<file path="config.mk">
export PLATFORM = sky130hd
export DESIGN_NAME = irnec_capture
export DESIGN_NICKNAME = d
export VERILOG_FILES = /design/src/rtl/irnec_pkg.sv /design/src/rtl/irnec_capture.sv
export SDC_FILE = /design/constraint.sdc
export NUM_CORES = 1
export LEC_CHECK = 0
export BUFFER_PORTS_ARGS = -buffer_cell sky130_fd_sc_hd__buf_2
export CORE_AREA = 8 8 172 174
export DETAILED_ROUTE_END_ITERATION = 8
export DIE_AREA = 0 0 180 182
export GPL_TIMING_DRIVEN = 0
export PLACE_DENSITY = 0.81
export REMOVE_ABC_BUFFERS = 1
export SYNTH_ARGS = -nofsm -noshare
export SYNTH_HDL_FRONTEND = slang
export SYNTH_SLANG_ARGS = --single-unit
</file>
<file path="constraint.sdc">
create_clock -name clk -period 5.9 [get_ports clk]
set_clock_uncertainty 0.15 [all_clocks]
set_input_delay 0.295 -clock clk [delete_from_list [all_inputs] [get_ports clk]]
set_output_delay 0.295 -clock clk [all_outputs]
set_load 0.02 [all_outputs]
</file>
<file path="src/rtl/irnec_pkg.sv">
// Shared types and constants for the infrared pulse capture and NEC frame decoder.
// Holds command and status codes, register indexes, NEC timing windows and the result struct.
// No dependencies.
package irnec_pkg;

	// Width of one stored interval and of every timing register, in microseconds
	localparam int DATA_W    = 14;
	localparam int CFG_IDX_W = 2;

	// Request commands
	localparam logic CMD_EDGE   = 1'b0;
	localparam logic CMD_DECODE = 1'b1;

	// Decode status codes
	localparam logic [1:0] STAT_OK        = 2'd0;
	localparam logic [1:0] STAT_NO_LEADER = 2'd1;
	localparam logic [1:0] STAT_REPEAT    = 2'd2;
	localparam logic [1:0] STAT_TOO_FEW   = 2'd3;

	// Register indexes
	localparam logic [CFG_IDX_W-1:0] REG_MIN_PULSE = 2'd0;
	localparam logic [CFG_IDX_W-1:0] REG_MAX_PULSE = 2'd1;
	localparam logic [CFG_IDX_W-1:0] REG_ONE_SPACE = 2'd2;

	// Register reset values
	localparam logic [DATA_W-1:0] MIN_PULSE_RST = 14'd200;
	localparam logic [DATA_W-1:0] MAX_PULSE_RST = 14'd15000;
	localparam logic [DATA_W-1:0] ONE_SPACE_RST = 14'd1125;

	// NEC timing windows (open intervals, microseconds)
	localparam logic [DATA_W-1:0] LEADER_MARK_LO  = 14'd8500;
	localparam logic [DATA_W-1:0] LEADER_MARK_HI  = 14'd9500;
	localparam logic [DATA_W-1:0] LEADER_SPACE_LO = 14'd4000;
	localparam logic [DATA_W-1:0] LEADER_SPACE_HI = 14'd5000;
	localparam logic [DATA_W-1:0] REPEAT_SPACE_LO = 14'd1800;
	localparam logic [DATA_W-1:0] REPEAT_SPACE_HI = 14'd2800;
	localparam logic [DATA_W-1:0] DATA_MARK_LO    = 14'd400;
	localparam logic [DATA_W-1:0] DATA_MARK_HI    = 14'd750;

	localparam int MIN_DATA_INTERVALS = 64;
	localparam int MAX_BITS           = 32;

	typedef struct packed {
		logic [DATA_W-1:0] min_us;
		logic [DATA_W-1:0] max_us;
	} pulse_cfg_t;

	typedef struct packed {
		logic [31:0] ir_code;
		logic [5:0]  bits_found;
		logic [1:0]  status;
	} result_t;

	function automatic logic in_open(logic [DATA_W-1:0] v, logic [DATA_W-1:0] lo,
			logic [DATA_W-1:0] hi);
		return (v > lo) && (v < hi);
	endfunction

endpackage

</file>
<file path="src/rtl/irnec_capture.sv">
// Edge capture pipeline: timestamp difference, tick-to-microsecond scaling, window check
// and append into the interval store. Owns the previous timestamp and the fill count.
// Depends on irnec_pkg.
module irnec_capture #(
	parameter int STORE_DEPTH  = 256,
	parameter int TICKS_PER_US = 40,
	localparam int CW = $clog2(STORE_DEPTH + 1),
	localparam int AW = $clog2(STORE_DEPTH)
) (
	input  logic                             clk,
	input  logic                             arst_n,
	input  logic                             edge_go,
	input  logic [31:0]                      edge_time,
	input  irnec_pkg::pulse_cfg_t            cfg,
	input  logic                             clr,
	output logic [CW-1:0]                    count,
	output logic                             busy,
	output logic                             wr_en,
	output logic [AW-1:0]                    wr_addr,
	output logic [irnec_pkg::DATA_W-1:0]     wr_data
);

	import irnec_pkg::*;

	// Any stored interval is below 16384 us, so its tick count fits NB bits.
	// Scale by a rounded-up reciprocal: exact floor division for all such counts.
	localparam int LB = $clog2(TICKS_PER_US);
	localparam int NB = DATA_W + LB;
	localparam int SH = NB + LB;
	localparam int MW = NB + 1;
	localparam int PW = NB + MW;
	localparam int TW = NB + 1;
	localparam longint unsigned RECIP =
		((longint'(1) << SH) + longint'(TICKS_PER_US) - longint'(1)) / longint'(TICKS_PER_US);
	localparam logic [MW-1:0] RECIP_M = MW'(RECIP);
	localparam logic [TW-1:0] TICKS   = TW'(TICKS_PER_US);

	logic [31:0]   prev_q;
	logic [CW-1:0] count_q;
	logic [TW-1:0] lo_ticks_q;
	logic [TW-1:0] hi_ticks_q;
	logic          v_s1;
	logic [31:0]   delta_s1;
	logic          v_s2;
	logic          keep_s2;
	logic [PW-1:0] prod_s2;

	// Control: valid flags, previous timestamp, fill count
	always_ff @(posedge clk or negedge arst_n) begin
		if (!arst_n) begin
			prev_q  <= '0;
			count_q <= '0;
			v_s1    <= 1'b0;
			v_s2    <= 1'b0;
		end else begin
			v_s1 <= edge_go;
			v_s2 <= v_s1;
			if (edge_go) begin
				prev_q <= edge_time;
			end
			if (clr) begin
				count_q <= '0;
			end else if (wr_en) begin
				count_q <= count_q + CW'(1);
			end
		end
	end

	// Window bounds in ticks: us > min  <=>  ticks >= (min+1)*T ; us < max  <=>  ticks < max*T
	always_ff @(posedge clk or negedge arst_n) begin
		if (!arst_n) begin
			lo_ticks_q <= (TW'(MIN_PULSE_RST) + TW'(1)) * TICKS;
			hi_ticks_q <= TW'(MAX_PULSE_RST) * TICKS;
		end else begin
			lo_ticks_q <= (TW'(cfg.min_us) + TW'(1)) * TICKS;
			hi_ticks_q <= TW'(cfg.max_us) * TICKS;
		end
	end

	always_ff @(posedge clk) begin
		if (edge_go) begin
			delta_s1 <= prev_q - edge_time;
		end
		keep_s2 <= (delta_s1 >= 32'(lo_ticks_q)) && (delta_s1 < 32'(hi_ticks_q));
		prod_s2 <= PW'(delta_s1[NB-1:0]) * PW'(RECIP_M);
	end

	assign wr_en   = v_s2 && keep_s2 && (count_q < CW'(STORE_DEPTH));
	assign wr_addr = count_q[AW-1:0];
	assign wr_data = prod_s2[SH +: DATA_W];
	assign count   = count_q;
	assign busy    = v_s1 || v_s2;

endmodule

</file>
==> qor.txt <==
status -> complete, but fails checks
failing checks -> negative setup slack
die area -> 32800 um^2
post-synthesis mux area share -> 0.0231
final setup TNS -> -0.523 ns
row count -> 60
CTS sink count -> 125
reg2reg start -> delta_s1[10]$_DFFE_PP_
Setup WS pre-CTS -> -0.599 ns
worst-margin pin slew -> 0.860 ns
Core ar. -> 26700 um^2
Num CTS Buffers -> 17
first-pass GRT wire length -> 61700 um
CTS tree -> done
crit path launch -> delta_s1[10]$_DFFE_PP_
Remaining DRCs -> 0
Worst EP required -> 6.08 ns
vias in the first global route -> 12500
grt met3 use -> 0.0485
Synth Area in Compound Gates -> 0.110
Worst Slack Setup Final -> -0.136 ns
synth-to-layout area growth -> 20.3%
Post-Synthesis Cells -> 1494
top post-synthesis cells by area -> ha_1, fa_1, dfrtp_1
FFs w/ async S/R, synth -> 0.624
Arr. time, crit path -> 6.21 ns
Top Usage Layer GRT -> met2
die width -> 180 um
GRT met2 Usage -> 0.394
initial antenna violation count -> 0
R2R cell count -> 21
io pins -> 97
reg2reg end -> prod_s2[39]$_DFF_P_
Top FF cell, synth -> dfrtp_1
initial DRC count -> 1054
WHS -> 0.0108 ns
die height -> 182 um
Final Hold Viols -> 0
CP Launch Type -> flop
GRT overflow -> 0
antenna cells -> 0
final period utilization -> 1.02
layout cell share with drive strength beyond 1 -> 0.203
HPWL Detailed -> 26700 um
CTS H-Tree Depth -> 4
post-synthesis register bit count -> 125
largest net degree at the start of global routing -> 68
r2r setup slk -> -0.14 ns
min-delay worst type -> input port to flop
Crit Path Class -> flop to flop
crit path time final -> 6.04 ns
most common cell after layout, fill and taps aside -> inv_1
max_slew headroom -> 0.427
Synth top area share -> 0.261
CP Max Fanout -> 4
Max Fclk -> 166 MHz
Starting Density -> 0.564
maximum clock insertion buffer count -> 2
CTS clk-pin slew, worst paths -> 0.07 ns
worst skew pair latency -> 0.45 ns
ANT nets after route -> 0
worst setup path end -> prod_s2[39]$_DFF_P_
Port Buffers -> 96
most frequent cells in the layout -> inv_1, ha_1, fa_1, buf_2, a21oi_1
met1 Usage GRT -> 0.275
Final setup viols -> 8
Synth warnings -> 0
post-synthesis cell type count -> 68
most area-hungry cell type in the Yosys netlist -> ha_1
final wirelength -> 42600 um
type of destination of the critical path -> flop
all-layer global routing usage -> 0.234
sequential fraction of the synthesis area -> 0.215
Post-synth EDFFs -> 32
Mean Syn Cell Area -> 10.1 um^2
Cell Area, Synth -> 15000 um^2
Root Driver -> clkbuf_16
RSZ-0062 raised after global routing -> true
Slew Limit Fails -> 0
vias per inst -> 5.85
xor/xnor share of the synthesized area -> 0.0565
simple-gate share of the synthesized area -> 0.0814
nets -> 2203
main combinational cell family by area after synthesis -> adder cells
Avg WL per Cell -> 20.8 um
Synth Area in Adders -> 0.437
Pre-antenna DRT Iters -> 7
GPL Wtd Cong -> 0.937
final core occ -> 0.678
Vias -> 12000
Max Cap Viol -> 0
[flip-flops by register name, summed over array words and instances (netlist names)]
signal      flops
keep_s2         1
count           9
v_s2            1
lo_ticks_q     18
delta_s1       32
prod_s2        14
hi_ticks_q     17
prev_q         32
v_s1            1
[timing repair]
item,in CTS,in global routing
buffers inserted,42,24
pin swaps,19,79
resized for setup,57,74
endpoints found under the setup margin,14,11
hold buffers,37,0
endpoints found under the hold margin,75,0
[area by class of cell]
cell class,count,area [um^2]
sequential,125,3230
clock buffer,17,425
fill,1736,8570
inverter,279,1050
multi-input combinational,1070,11300
clock inverter,15,194
timing repair buffer,200,1420
tap,341,427
[cell families (layout without fill, tap and decap cells)]
| kind of cell | after synthesis | count (layout) |
|---|---|---|
| xor+xnor | 97 | 97 |
| buf+inv | 299 | 511 |
| flops | 125 | 125 |
| simple gates | 244 | 244 |
| mux | 31 | 31 |
| compound gates | 252 | 252 |
| fa+ha+maj | 446 | 446 |
[metal layers]
metal	up-vias	share of wire	wire length (um)
met5	-	0	0
met4	0	0.070	2980
met3	201	0.079	3350
met2	592	0.47	20100
met1	5700	0.38	16100
li1	5475	-	-
[worst min path at each step]
| stage | from | slack [ns] | endpoint | cells past startpoint |
|---|---|---|---|---|
| 2_1_floorplan | arst_n | -0.15 | count[0]$_DFFE_PN0P_ | 0 |
| 3_3_place_gp | v_s1$_DFF_PN0_ | 0.20 | v_s2$_DFF_PN0_ | 0 |
| 3_5_place_dp | arst_n | 0.12 | prev_q[27]$_DFFE_PN0P_ | 1 |
| 4_1_cts | edge_time[12] | 0.004 | prev_q[12]$_DFFE_PN0P_ | 2 |
| 5_1_grt | edge_time[12] | 0.007 | prev_q[12]$_DFFE_PN0P_ | 2 |
| 6_report | edge_time[12] | 0.01 | prev_q[12]$_DFFE_PN0P_ | 2 |
[critical path, cell delays in order (launching register included)]
cell and delay, ns:
edfxtp_1 0.53, buf_6 0.19, ha_4 0.18, fa_1 0.50, ha_1 0.15, inv_1 0.06
fa_1 0.54, inv_2 0.05, fa_1 0.59, fa_1 0.65, inv_2 0.06, fa_1 0.52
inv_2 0.06, ha_4 0.22, a21o_1 0.18, a211oi_4 0.33, o21ai_4 0.12, o2111ai_2 0.23
o211ai_1 0.17, a21oi_1 0.19, o31ai_1 0.10, xnor2_1 0.14
[synth_stat cells (3+ instances only)]
cell type / instances
buf_1: 3
clkbuf_1: 9
a211o_1: 4
a21o_1: 41
dfxtp_1: 15
a21oi_1: 72
dfrtp_1: 62
inv_1: 279
dfstp_2: 16
o21bai_1: 11
nand2b_1: 9
xor2_1: 41
o21ai_0: 40
fa_1: 132
nor2_1: 59
or3_1: 6
mux2_2: 30
o31ai_1: 4
o21a_1: 12
or2_2: 7
nor4_1: 6
ha_1: 314
a31oi_1: 9
nor3_1: 13
edfxtp_1: 32
a21boi_0: 3
nand3_1: 27
o211ai_1: 10
buf_4: 8
and3_1: 21
nor2b_1: 11
xnor2_1: 56
nand2_1: 48
and2_1: 16
nand4_1: 13
a211oi_1: 14
[per-stage QoR]
stage	cells	instance area (um^2)
floorplan	1474	14900
global placement	1911	15800
detailed placement	1912	15900
CTS	2023	17500
global route	2047	18100
finish	2047	18100
Power is left out: the tool's default activity adds up to more than one toggle a clock period on the data nets, which glitch-free logic cannot reach.
