## src/rtl/irnec_pkg.sv

```systemverilog
// Shared types and constants for the infrared pulse capture and NEC frame decoder.
// Holds command and status codes, register indexes, NEC timing windows and the result struct.
// No dependencies.
package irnec_pkg;

	// Width of one stored interval and of every timing register, in microseconds
	localparam int DATA_W    = 14;
	localparam int CFG_IDX_W = 2;

	// Request commands
	localparam logic CMD_EDGE   = 1'b0;
	localparam logic CMD_DECODE = 1'b1;

	// Decode status codes
	localparam logic [1:0] STAT_OK        = 2'd0;
	localparam logic [1:0] STAT_NO_LEADER = 2'd1;
	localparam logic [1:0] STAT_REPEAT    = 2'd2;
	localparam logic [1:0] STAT_TOO_FEW   = 2'd3;

	// Register indexes
	localparam logic [CFG_IDX_W-1:0] REG_MIN_PULSE = 2'd0;
	localparam logic [CFG_IDX_W-1:0] REG_MAX_PULSE = 2'd1;
	localparam logic [CFG_IDX_W-1:0] REG_ONE_SPACE = 2'd2;

	// Register reset values
	localparam logic [DATA_W-1:0] MIN_PULSE_RST = 14'd200;
	localparam logic [DATA_W-1:0] MAX_PULSE_RST = 14'd15000;
	localparam logic [DATA_W-1:0] ONE_SPACE_RST = 14'd1125;

	// NEC timing windows (open intervals, microseconds)
	localparam logic [DATA_W-1:0] LEADER_MARK_LO  = 14'd8500;
	localparam logic [DATA_W-1:0] LEADER_MARK_HI  = 14'd9500;
	localparam logic [DATA_W-1:0] LEADER_SPACE_LO = 14'd4000;
	localparam logic [DATA_W-1:0] LEADER_SPACE_HI = 14'd5000;
	localparam logic [DATA_W-1:0] REPEAT_SPACE_LO = 14'd1800;
	localparam logic [DATA_W-1:0] REPEAT_SPACE_HI = 14'd2800;
	localparam logic [DATA_W-1:0] DATA_MARK_LO    = 14'd400;
	localparam logic [DATA_W-1:0] DATA_MARK_HI    = 14'd750;

	localparam int MIN_DATA_INTERVALS = 64;
	localparam int MAX_BITS           = 32;

	typedef struct packed {
		logic [DATA_W-1:0] min_us;
		logic [DATA_W-1:0] max_us;
	} pulse_cfg_t;

	typedef struct packed {
		logic [31:0] ir_code;
		logic [5:0]  bits_found;
		logic [1:0]  status;
	} result_t;

	function automatic logic in_open(logic [DATA_W-1:0] v, logic [DATA_W-1:0] lo,
			logic [DATA_W-1:0] hi);
		return (v > lo) && (v < hi);
	endfunction

endpackage

```

## src/rtl/irnec_decode.sv

```systemverilog
// Frame decode sequencer: walks the interval store one entry a cycle, finds the leader,
// then collects mark/space bits. Depends on irnec_pkg.
module irnec_decode #(
	parameter int STORE_DEPTH = 256,
	localparam int CW = $clog2(STORE_DEPTH + 1),
	localparam int AW = $clog2(STORE_DEPTH)
) (
	input  logic                         clk,
	input  logic                         arst_n,
	input  logic                         start,
	input  logic [CW-1:0]                count,
	input  logic [irnec_pkg::DATA_W-1:0] one_space_us,
	input  logic                         out_free,
	output logic                         rd_en,
	output logic [AW-1:0]                rd_addr,
	input  logic [irnec_pkg::DATA_W-1:0] rd_data,
	output logic                         busy,
	output logic                         done,
	output irnec_pkg::result_t           result
);

	import irnec_pkg::*;

	localparam logic [1:0] ST_IDLE = 2'd0;
	localparam logic [1:0] ST_LEAD = 2'd1;
	localparam logic [1:0] ST_DATA = 2'd2;
	localparam logic [1:0] ST_DONE = 2'd3;

	logic [1:0]        state_q;
	logic [CW-1:0]     idx_q;
	logic              vld_s1;
	logic [CW-1:0]     pos_s1;
	logic [DATA_W-1:0] prev_q;
	logic              prev_ok_q;
	logic              have_mark_q;
	logic [31:0]       code_q;
	logic [5:0]        bits_q;
	logic [1:0]        status_q;

	logic          last;
	logic [CW-1:0] remaining;
	logic          too_few;
	logic          lead_mark;
	logic          lead_space;
	logic          rep_space;
	logic          data_mark;

	assign rd_en   = ((state_q == ST_LEAD) || (state_q == ST_DATA)) && (idx_q < count);
	assign rd_addr = idx_q[AW-1:0];

	assign last       = (pos_s1 == (count - CW'(1)));
	assign remaining  = count - pos_s1 - CW'(1);
	assign too_few    = remaining < CW'(MIN_DATA_INTERVALS);
	assign lead_mark  = in_open(prev_q, LEADER_MARK_LO, LEADER_MARK_HI);
	assign lead_space = in_open(rd_data, LEADER_SPACE_LO, LEADER_SPACE_HI);
	assign rep_space  = in_open(rd_data, REPEAT_SPACE_LO, REPEAT_SPACE_HI);
	assign data_mark  = in_open(rd_data, DATA_MARK_LO, DATA_MARK_HI);

	always_ff @(posedge clk or negedge arst_n) begin
		if (!arst_n) begin
			state_q     <= ST_IDLE;
			idx_q       <= '0;
			vld_s1      <= 1'b0;
			pos_s1      <= '0;
			prev_q      <= '0;
			prev_ok_q   <= 1'b0;
			have_mark_q <= 1'b0;
			code_q      <= '0;
			bits_q      <= '0;
			status_q    <= STAT_NO_LEADER;
		end else begin
			vld_s1 <= rd_en;
			if (rd_en) begin
				pos_s1 <= idx_q;
				idx_q  <= idx_q + CW'(1);
			end
			unique case (state_q)
				ST_IDLE: begin
					if (start) begin
						idx_q       <= '0;
						prev_ok_q   <= 1'b0;
						have_mark_q <= 1'b0;
						code_q      <= '0;
						bits_q      <= '0;
						if (count == '0) begin
							status_q <= STAT_NO_LEADER;
							state_q  <= ST_DONE;
						end else begin
							state_q <= ST_LEAD;
						end
					end
				end
				ST_LEAD: begin
					if (vld_s1) begin
						prev_q    <= rd_data;
						prev_ok_q <= 1'b1;
						if (prev_ok_q && lead_mark && lead_space) begin
							// data opens at the entry after this space
							if (too_few) begin
								status_q <= STAT_TOO_FEW;
								state_q  <= ST_DONE;
							end else begin
								status_q <= STAT_OK;
								state_q  <= ST_DATA;
							end
						end else if (prev_ok_q && lead_mark && rep_space) begin
							status_q <= STAT_REPEAT;
							state_q  <= ST_DONE;
						end else if (last) begin
							status_q <= STAT_NO_LEADER;
							state_q  <= ST_DONE;
						end
					end
				end
				ST_DATA: begin
					if (vld_s1) begin
						if (have_mark_q) begin
							code_q      <= {code_q[30:0], (rd_data > one_space_us)};
							bits_q      <= bits_q + 6'd1;
							have_mark_q <= 1'b0;
						end else if (data_mark && !last) begin
							have_mark_q <= 1'b1;
						end
						if (last || (have_mark_q && (bits_q == 6'(MAX_BITS - 1)))) begin
							state_q <= ST_DONE;
						end
					end
				end
				ST_DONE: begin
					if (out_free) begin
						state_q <= ST_IDLE;
					end
				end
				default: begin
					state_q <= ST_IDLE;
				end
			endcase
		end
	end

	assign busy              = (state_q != ST_IDLE);
	assign done              = (state_q == ST_DONE) && out_free;
	assign result.ir_code    = code_q;
	assign result.bits_found = bits_q;
	assign result.status     = status_q;

endmodule

```

## config.mk

```make
export PLATFORM = sky130hd
export DESIGN_NAME = irnec_decode
export DESIGN_NICKNAME = d
export VERILOG_FILES = /design/src/rtl/irnec_pkg.sv /design/src/rtl/irnec_decode.sv
export SDC_FILE = /design/constraint.sdc
export NUM_CORES = 1
export LEC_CHECK = 0
export BUFFER_PORTS_ARGS = -buffer_cell sky130_fd_sc_hd__buf_2
export CAP_MARGIN = 20
export CORE_MARGIN = 2
export CORE_UTILIZATION = 25
export CTS_CLUSTER_DIAMETER = 80
export DETAILED_ROUTE_END_ITERATION = 16
export HOLD_SLACK_MARGIN = 0.1
export PLACE_DENSITY = 0.45
export SYNTH_ARGS = -nofsm -noshare
export SYNTH_HDL_FRONTEND = slang
export SYNTH_SLANG_ARGS = --single-unit
export TNS_END_PERCENT = 100
```

## constraint.sdc

```tcl
create_clock -name clk -period 3 [get_ports clk]
set_input_delay 0.15 -clock clk [delete_from_list [all_inputs] [get_ports clk]]
set_output_delay 0.15 -clock clk [all_outputs]
set_load 0.1 [all_outputs]
```

==> results_dict.tcl <==
set metrics [dict create \
    outcome "complete, no violations" \
    ys_seq_elements 77 \
    setup_viol 0 \
    drtPass1Iterations 4 \
    synth_warnings 0 \
    gp_congestion 0.860 \
    cellInternalPower_uw 2580 \
    clk_latency_ns 0.35 \
    drv_cap 0 \
    synth_edf_count 0 \
    relSlewSlack 0.368 \
    vias 4108 \
    cts_setup_buffers 0 \
    cp_max_fo 15 \
    synth_fp_nets 605 \
    final.min_clock_period_ns 2.81 \
    clk_pin_slew_ns 0.06 \
    grt_pass1_vias 4156 \
    ir_drop_mv 1.15 \
    antenna_found_initial 1 \
    die_h_um 141 \
    grt_pass1_wl_um 21600 \
    p_leak_uw 0.00293 \
    viasPerCell 4.83 \
    ioPinCount 92 \
    cts.sinks 77 \
    port_buffers 91 \
    seqPwrFrac 0.296 \
    yosysSeqAreaShare 0.409 \
    wirelength_um 13000 \
    crit_type "reg2out" \
    combPwrFrac 0.451 \
    cts.path.max_buffers 2 \
    h-tree-depth 3 \
    tightest_slew_ns 0.941 \
    dp_hpwl_um 9420 \
    startpoint_type "flip-flop" \
    worstHoldStart "rd_data[2]" \
    max_freq_mhz 355 \
    nets 690 \
    cts_tree "done" \
    initialDrtViolationCount 308 \
    final_cell_mix "98 x nand2_1, 89 x buf_2, 76 x dfrtp_1, 42 x nand3_1, 38 x ha_1" \
    grt_remaining_overflow 0 \
    drc 0 \
    hp-class "in2reg" \
    wl_per_cell_um 15.2 \
    placed_area_sq_mm 0.00539 \
    slew_viol_final 0 \
    cts-root-buf "clkbuf_16" \
    hold_violations 0 \
    grt_usage 0.137 \
    fin_tns_setup_ns 0 \
    p_total_uw 4760 \
    synth-main-ff-cell "dfrtp_1" \
    reg2reg_slack_ns 0.34 \
    netlist_instances 526 \
    worstHoldPathCells 2 \
    rsz0062_at_grt "no" \
    p_sw_frac 0.458 \
    cts-buffers-inserted 9 \
    rows 50 \
    core_area_sq_mm 0.0186 \
    powerDensity_mw_per_mm2 826 \
    die_w_um 141 \
    timing.reg2reg.worst_path_depth 7 \
    die_area_sq_mm 0.0200 \
    worstPathRequired_ns 2.85 \
    reg2reg_from "idx_q[5]$_DFF_PN0_" \
    arrival_ns 2.66 \
    synth.distinct_cells 68 \
    end_kind "primary output" \
    switchingPower_uw 2180 \
    postLayoutCellArea_sq_mm 0.00576 \
    async_reset_ff_frac 1.00 \
    fill_cells 1943 \
    area_delta_synth_final_pct 22.3 \
    skew_ns 0.00675 \
    initial_core_util 0.254 \
    drive_gt1_frac 0.218 \
    whs_endpoint "prev_q[2]$_DFFE_PN0P_" \
    clockPowerShare 0.253 \
    worstSetupStartpoint "idx_q[5]$_DFF_PN0_" \
    grt_max_degree 78 \
    postRouteAntennaNets 0 \
    r2r_end "idx_q[7]$_DFF_PN0_" \
    final_common_cell "nand2_1" \
    min_period_over_period 0.938 \
    syn_area_sq_mm 0.00471 \
    syn_area_per_cell_sq_um 8.96 \
]
[sequential cells by signal, summed over array words and instances (netlist names)]
name and count:
bits_q 6, pos_s1 9, status_q 2, idx_q 9, have_mark_q 1, state_q 2
code_q 32, prev_q 14, vld_s1 1, prev_ok_q 1
[what timing repair did]
action,in CTS,in global routing
setup endpoints to repair,0,1
resized for setup,0,1
hold buffers,2,0
endpoints found under the hold margin,77,0
[power groups by stage]
stage / combinational (uW) / clock [uW] / sequential, uW
6_report: 2150 / 1200 / 1410
5_1_grt: 2350 / 1290 / 1450
4_1_cts: 2160 / 1250 / 1410
3_5_place_dp: 2150 / 0 / 1430
3_3_place_gp: 2120 / 0 / 1420
2_1_floorplan: 1490 / 0 / 1570
[how the worst max path moves through the flow]
stage                                   end  slack [ns]  depth (start not counted)
floorplan             pos_s1[8]$_DFFE_PN0N_        0.11                          9
global placement    status_q[1]$_DFFE_PN0P_        0.35                         10
detailed placement  status_q[1]$_DFFE_PN0P_        0.23                         10
CTS                                   rd_en        0.05                          7
global route                          rd_en        0.01                          7
finish                                rd_en        0.19                          7
[critical path: stages, from the launching register on]
cell      delay, ns
dfrtp_1        0.44
ha_1           0.32
a21o_1         0.18
a221o_1        0.33
a31oi_1        0.20
o21ai_1        0.36
inv_2          0.14
clkbuf_4       0.34
[metrics by stage]
| stage | utilization | hold slack [ns] | setup slack, ns | std cells |
|---|---|---|---|---|
| floorplan | - | -0.146 | 0.109 | 526 |
| global placement | 0.290 | 0.404 | 0.351 | 831 |
| detailed placement | 0.290 | 0.420 | 0.230 | 831 |
| CTS | 0.308 | 0.106 | 0.0496 | 849 |
| global route | 0.310 | 0.115 | 0.0109 | 850 |
| finish | 0.310 | 0.118 | 0.187 | 851 |
[layout make-up]
type / count / area [sq um] / share of cell area
clock buffer: 10 / 229 / 0.0397
antenna: 1 / 2.50 / 0.000434
tap: 234 / 293 / 0.0508
clock inverter: 6 / 93.8 / 0.0163
inverter: 39 / 146 / 0.0254
timing repair buffer: 102 / 568 / 0.0986
sequential: 77 / 1930 / 0.335
multi-input combinational: 382 / 2500 / 0.434
[routing by layer]
layer | track usage | share of wire | vias up
li1 | - | - | 2016
met4 | 0.0416 | 0.014 | 0
met1 | 0.177 | 0.47 | 1982
met3 | 0.0375 | 0.057 | 15
met5 | 0 | 0 | -
met2 | 0.223 | 0.46 | 95
[cells in the mapped netlist (all sizes together), types with 4 or more instances]
cell,instances,area [sq um]
inv,39,146
and2,5,31.3
or3,8,50.1
o2111ai,5,50.0
xor2,8,70.1
or2,4,25.0
ha,38,475
mux2,14,165
nand3,42,210
xnor2,9,78.8
o21ai,23,115
nor2,18,67.6
o211ai,7,57.6
buf,10,68.8
clkbuf,18,67.6
nand4,13,81.3
nand2,98,368
a21o,7,52.6
dfrtp,76,1900
nor3,9,50.1
a21oi,20,100
[logic make-up (layout without fill, tap and decap cells)]
logic type,count (synthesis),in the layout,synth area share
compound gates,91,91,0.135
xor+xnor,17,17,0.0316
fa+ha+maj,38,38,0.101
buf+inv,67,157,0.0600
flops,77,77,0.409
mux,16,16,0.0393
other cells,0,1,0
simple gates,220,220,0.225
No activity file was read; power rests on OpenSTA's default activity.
